===== config.mk =====
export PLATFORM = sky130hd
export DESIGN_NAME = hfls_alu
export DESIGN_NICKNAME = d
export VERILOG_FILES = /design/src/sv/hfls_pkg.sv /design/src/sv/hfls_alu.sv
export SDC_FILE = /design/constraint.sdc
export NUM_CORES = 1
export LEC_CHECK = 0
export BUFFER_PORTS_ARGS = -buffer_cell sky130_fd_sc_hd__buf_2
export CORE_UTILIZATION = 30
export DETAILED_ROUTE_END_ITERATION = 6
export PLACE_DENSITY = 0.48
export SLEW_MARGIN = 20
export SYNTH_ARGS = -nofsm -noshare
export SYNTH_HDL_FRONTEND = slang
export SYNTH_SLANG_ARGS = --single-unit
export TNS_END_PERCENT = 100

===== constraint.sdc =====
create_clock -name vclk -period 7.85
set_input_delay 0.785 -clock vclk [all_inputs]
set_output_delay 0.785 -clock vclk [all_outputs]
set_load 0.02 [all_outputs]

===== src/sv/hfls_pkg.sv =====
// shared types, codes and log-sum correction table of the forward score unit
package hfls_pkg;

    localparam logic [1:0] FN_TRANS = 2'd0;
    localparam logic [1:0] FN_EMIT  = 2'd1;
    localparam logic [1:0] FN_OBS   = 2'd2;

    typedef enum logic [0:0] {
        OP_ADD = 1'b0,
        OP_LSE = 1'b1
    } alu_op_t;

    localparam int LUT_LEN = 50;

    localparam logic [7:0] LSE_LUT [LUT_LEN] = '{
        8'd177, 8'd162, 8'd147, 8'd134, 8'd121, 8'd110, 8'd99, 8'd89, 8'd80, 8'd72,
        8'd64,  8'd58,  8'd52,  8'd46,  8'd41,  8'd37,  8'd32, 8'd29, 8'd26, 8'd23,
        8'd20,  8'd18,  8'd16,  8'd14,  8'd12,  8'd11,  8'd10, 8'd9,  8'd8,  8'd7,
        8'd6,   8'd5,   8'd5,   8'd4,   8'd4,   8'd3,   8'd3,  8'd2,  8'd2,  8'd2,
        8'd2,   8'd2,   8'd1,   8'd1,   8'd1,   8'd1,   8'd1,  8'd1,  8'd1,  8'd1
    };

endpackage


===== src/sv/hfls_alu.sv =====
// shared log-domain add and log-sum unit with saturation
module hfls_alu import hfls_pkg::*; #(
    parameter int VW = 16
) (
    input  alu_op_t             op,
    input  logic signed [VW-1:0] a,
    input  logic signed [VW-1:0] b,
    output logic signed [VW-1:0] y,
    output logic                 sat
);

    localparam logic signed [VW-1:0] NEG_INF = {1'b1, {(VW-1){1'b0}}};
    localparam logic signed [VW-1:0] VMAX    = {1'b0, {(VW-1){1'b1}}};
    localparam logic signed [VW:0]   SMAX    = {2'b00, {(VW-1){1'b1}}};
    localparam logic signed [VW:0]   SMIN    = {2'b11, {(VW-2){1'b0}}, 1'b1};

    logic signed [VW-1:0] hi;
    logic signed [VW-1:0] lo;
    logic signed [VW:0]   diff;
    logic [VW:0]          dsh;
    logic [7:0]           bump;
    logic signed [VW-1:0] base;
    logic signed [VW-1:0] addend;
    logic signed [VW:0]   sum;

    always_comb begin
        hi     = (a > b) ? a : b;
        lo     = (a > b) ? b : a;
        diff   = {hi[VW-1], hi} - {lo[VW-1], lo};
        dsh    = $unsigned(diff) >> 5;
        bump   = (dsh < (VW+1)'(LUT_LEN)) ? LSE_LUT[dsh[5:0]] : 8'd0;
        if (op == OP_ADD) begin
            base   = a;
            addend = b;
        end else begin
            base   = hi;
            addend = VW'($signed({1'b0, bump}));
        end
        sum = {base[VW-1], base} + {addend[VW-1], addend};
        sat = 1'b0;
        if (sum > SMAX) begin
            y   = VMAX;
            sat = 1'b1;
        end else if (sum < SMIN) begin
            y   = NEG_INF + VW'(1);
            sat = 1'b1;
        end else begin
            y = sum[VW-1:0];
        end
        if (a == NEG_INF || b == NEG_INF) begin
            sat = 1'b0;
            if (op == OP_ADD) begin
                y = NEG_INF;
            end else begin
                y = (a == NEG_INF) ? b : a;
            end
        end
    end

endmodule


== Yosys cells after proc, flatten, opt, wreduce, memory -nomap -nowiden ==
Memories as Yosys holds them, arrays and structs flattened.
Index checks and enable logic that the tools add are counted.
Storage, ports and cells
  ROM bits: 512
  bits in latches: 0
  output and inout port bits: 17
  memories kept: 1
  logic and storage cells: 27
  memory bits (writable): 0
  input bits: 33
  bits in registers: 0
Memories
  (no name shown): depth 64, bits a word 8, read ports 1, clocked after Yosys merged registers in 0, wr ports 0, RTL line hfls_alu.sv:31  | bump = (dsh < (VW+1)'(LUT_LEN)) ? LSE_LUT[dsh[5:0]] : 8'd0;
Cells by class
  equal/unequal tests: 2
  $mul: 0
  div/mod/pow operators: 0
  magnitude comparators: 5
  shift operators: 0
  add/subtract/negate cells: 2
  bitwise logic cells: 1
  multiplexer cells: 15
  reductions and logical operators: 1
Operators with widths (count)
  16-bit 2-to-1 mux: 9
  16-bit == test, second input constant: 2
  8-bit 2-to-1 mux: 3
  16-bit by 16-bit adder with 17-bit output: 1
  17-bit by 16-bit greater-than comparator with 1-bit output, second input constant: 1
  17-bit by 16-bit < comparator with 1-bit output, second input constant: 1
  16-bit by 16-bit subtractor with 17-bit output: 1
  16-bit greater-than comparator: 1
  12-bit by 6-bit < comparator with 1-bit output, second input constant: 1
  7-bit greater-or-equal comparator, second input constant: 1
  6-bit NOT with 7-bit output: 1
  1-bit 2-to-1 mux: 3
  1-bit logical OR: 1

== Depth between registers and ports, before layout ==
  word-level depth: 14
  mapped depth: 36
  mapped depth without buffers: 33

== Worst setup path after synthesis ==
OpenSTA, ideal clock, no wires.
  kind: in2out
  start point: input port b[12]
  end point: output port y[0]
  required time: 7.065 ns
  path slack: -0.708 ns
  cell stages on the path: 34
  data arrival time: 7.773 ns
  buffers on the path: 2
  cells stage by stage: inv_1 > ha_1 > buf_4 > and4_2 > and4_4 > o211ai_4 > a21oi_2 > buf_6 > a211oi_1 > a31oi_1 > nand2_1 > a211o_1 > xor2_1 > inv_1 > ha_1 > o21bai_1 > a221oi_1 > a211oi_1 > o22ai_1 > ha_1 > fa_1 > a21o_1 > a21oi_1 > o21bai_1 > a21oi_1 > o21bai_1 > a21boi_0 > o21ai_0 > o41ai_1 > xnor2_1 > nor4bb_1 > nor2_1 > a211oi_1 > a221o_1
Between the ends
  cells in the longest elaborated chain, start to end: 14
  elaborated cells on any way between the ends: 20
  those cells by class: add/sub (2); order compare (4); eq/ne (1); mux (10); bitwise (1); reduce/logical (1); memory (1)
Ends and longest elaborated chain
  from (decl): RTL line hfls_alu.sv:7  | input logic signed [VW-1:0] b,
  16-bit greater-than comparator: RTL line hfls_alu.sv:27, hfls_alu.sv:28
  16-bit 2-to-1 mux (on tied branches): RTL line hfls_alu.sv:27, hfls_alu.sv:28
  16-bit by 16-bit subtractor with 17-bit output: RTL line hfls_alu.sv:29  | diff = {hi[VW-1], hi} - {lo[VW-1], lo};
  6-bit NOT with 7-bit output (implied by the code): RTL line hfls_alu.sv:31
  memory 64 x 8 bit
  8-bit 2-to-1 mux (implied by the code) (2 in a row): RTL line hfls_alu.sv:31
  8-bit 2-to-1 mux: RTL line hfls_alu.sv:31
  16-bit 2-to-1 mux: RTL line hfls_alu.sv:32  | if (op == OP_ADD) begin
  16-bit by 16-bit adder with 17-bit output: RTL line hfls_alu.sv:39  | sum = {base[VW-1], base} + {addend[VW-1], addend};
  17-bit by 16-bit < comparator with 1-bit output: RTL line hfls_alu.sv:44  | end else if (sum < SMIN) begin
  16-bit 2-to-1 mux: RTL line hfls_alu.sv:44
  16-bit 2-to-1 mux: RTL line hfls_alu.sv:41  | if (sum > SMAX) begin
  16-bit 2-to-1 mux *: RTL line hfls_alu.sv:50  | if (a == NEG_INF || b == NEG_INF) begin
  to (decl): RTL line hfls_alu.sv:8  | output logic signed [VW-1:0] y,
Every way passes the cells marked *; elsewhere a longest branch is shown, timed or not. The select of a mux whose other input is x is not followed.

== Worst setup path after layout ==
  start point: input port b[11]
  end point: output port y[7]
The elaborated chain is that of the path after synthesis.

==> flow_metrics.env <==
export IMPL_placed_cells_incl_taps=858
export IMPL_placeableCoreArea_um2=10900
export IMPL_post_drt_wl_per_cell_um=17.2
export IMPL_post_route_cells_drive_above_1_share_pct=49.5
export IMPL_seq_cells=0
export IMPL_netlist_top_cells_area="sky130_fd_sc_hd__ha_1 14%, sky130_fd_sc_hd__a21oi_1 6.9%, sky130_fd_sc_hd__nand2_1 5.8%"
export IMPL_grt_first_pass_wirelength_um=23600
export IMPL_yosys_warnings=0
export IMPL_leakage_power_of_the_design_uw=0.00264
export IMPL_dpl_worst_slack_ns=-0.812
export IMPL_route_vias_total=4960
export IMPL_route_final_wire_length_um=15200
export IMPL_setup_violations=17
export IMPL_post_synth_inst_count=514
export IMPL_mostFrequentLayoutCell="sky130_fd_sc_hd__buf_4"
export IMPL_iteration_0_drc_count_of_the_detailed_router=382
export IMPL_cp_start_kind="primary input"
export IMPL_antenna_violations_before_repair=0
export IMPL_final_seq_area_um2=0
export IMPL_multiInputGateArea_um2=3720
export IMPL_peak_supply_drop_mv=0.0819
export IMPL_clockBufferCount=0
export IMPL_worst_path_most_repeated_cell="sky130_fd_sc_hd__buf_4"
export IMPL_setup_total_negative_slack_ns=-5.28
export IMPL_route_antenna_remaining_nets=0
export IMPL_post_synth_num_cell_types=76
export IMPL_min_from="a[2]"
export IMPL_slew_at_the_pin_closest_to_its_max_slew_limit_ns=0.858
export IMPL_max_freq_mhz=122
export IMPL_worstPathBufferInverterCount=10
export IMPL_layout_cells_most_common_list="194 x sky130_fd_sc_hd__buf_4, 51 x sky130_fd_sc_hd__nand2_1, 39 x sky130_fd_sc_hd__nor2_1, 38 x sky130_fd_sc_hd__a21oi_1, 36 x sky130_fd_sc_hd__buf_2"
export IMPL_cp_required_ns=7.07
export IMPL_place_hpwl_um=12200
export IMPL_nFillCells=1085
export IMPL_hold_viol=0
export IMPL_critical_path_max_stage_delay_ns=0.43
export IMPL_finalWeightedCongestion=0.939
export IMPL_power_density_nw_per_um2=155
export IMPL_timing_final_ws_setup_ns=-0.362
export IMPL_synth_net_count=586
export IMPL_crit_path_class="primary input to primary output"
export IMPL_min_delay_path_depth=5
export IMPL_die_area_um2=11800
export IMPL_period_share_pct=105
export IMPL_numPortBuffers=50
export IMPL_vias_in_the_first_global_route=4846
export IMPL_diodes=0
export IMPL_hold_path_class="primary input to primary output"
export IMPL_final_cell_count_no_fill=879
export IMPL_postSynthAreaPerCell_um2=6.62
export IMPL_endpoint_type_of_the_worst_setup_path="primary output"
export IMPL_cp_data_arrival_time_ns=7.43
export IMPL_path_delay_family="compound AO/OA/AOI/OAI gates"
export IMPL_chipWidth_um=108
export IMPL_grt_use_total_pct=25.5
export IMPL_floorplan_rows=38
export IMPL_floorplan_die_height_um=108
export IMPL_whs_endpoint="y[2]"
export IMPL_max_slew_margin_rel_pct=42.6
export IMPL_synth_sequential_area_ratio_pct=0
export IMPL_failed_checks="setup timing"
export IMPL_grt_start_max_net_pins=22
export IMPL_final_design_area_no_fill_um2=5940
export IMPL_vias_per_cell=5.64
export IMPL_synth_top_cell_area_share_pct=14.0
export IMPL_maxCapViolations=0
export IMPL_firstDrtPassIters=5
export IMPL_critical_path_slowest_cell="sky130_fd_sc_hd__o211ai_1"
export IMPL_syn_to_final_growth_pct=74.6
export IMPL_placed_area_um2=5180
export IMPL_final_max_slew_violation_count=0
export IMPL_initial_core_util_pct=31.1
export IMPL_post_synth_instance_area_um2=3400
export IMPL_fin_nets=813
export IMPL_setup_repair_after_global_routing_missed_its_margin="yes"
export IMPL_finalWorstPathRequiredPeriod_ns=8.21
export IMPL_crit_path_max_fanout=10
export IMPL_io_pins=50
export IMPL_grt_overflow=0
export IMPL_outcome="finished with violations"
export IMPL_library_cell_with_the_largest_summed_area_after_synthesis="sky130_fd_sc_hd__ha_1"
export IMPL_drt_drc_violations_left=0
[per-layer routing]
layer / track usage (%) / share of wire, %
met2: 45.5 / 49
met5: 0 / 0
met1: 32.2 / 44
met4: 8.78 / 3.3
met3: 1.45 / 4.4
[cell type report]
cell class / count / area share [%]
multi-input cells: 451 / 62.6
inverters: 38 / 2.57
well taps: 140 / 2.95
repair buffers: 250 / 31.8
[where the power goes]
group          total, uW  internal (uW)  switching (uW)
logic                920            450             470
clock network          0              0               0
registers              0              0               0
[cells by family after synthesis]
group,share of synthesized area (%)
xor+xnor,6.29
buf+inv,7.73
fa+ha+maj,14.9
mux,1.51
simple gates,27.7
compound gates,41.9
[worst max path at each step]
stage | startpoint | to | cells past startpoint
after floorplan | b[12] | y[0] | 35
after global placement | b[9] | y[6] | 35
after detailed placement | b[11] | y[11] | 35
after CTS | b[2] | y[7] | 37
after global routing | b[5] | y[7] | 38
final | b[11] | y[7] | 37
[what timing repair did]
action	CTS	global route
gates cloned	1	0
buffers inserted	18	3
endpoints found under the hold margin	0	0
endpoints found under the setup margin	17	17
pin swaps	52	19
hold buffers	0	0
gates resized for setup	94	27
[synth_stat cells (all sizes together), types with 9 or more instances]
cell,instances
o21ai,44
nand4,10
o221ai,14
or3,9
a21oi,51
a211oi,13
clkbuf,14
nand2,55
o211ai,11
buf,11
inv,38
nor2,41
nor3,9
nor4,9
o22ai,13
ha,38
xnor2,14
[through the flow]
stage / utilization (%) / hold WS, ns / power, uW
after floorplan: - / 1.82 / 454
after global placement: 47.4 / 2.14 / 791
after detailed placement: 47.4 / 2.16 / 797
after CTS: 53.2 / 2.14 / 886
after global routing: 54.3 / 2.17 / 994
final: 54.3 / 2.15 / 920
No activity file was read; power rests on OpenSTA's default activity.
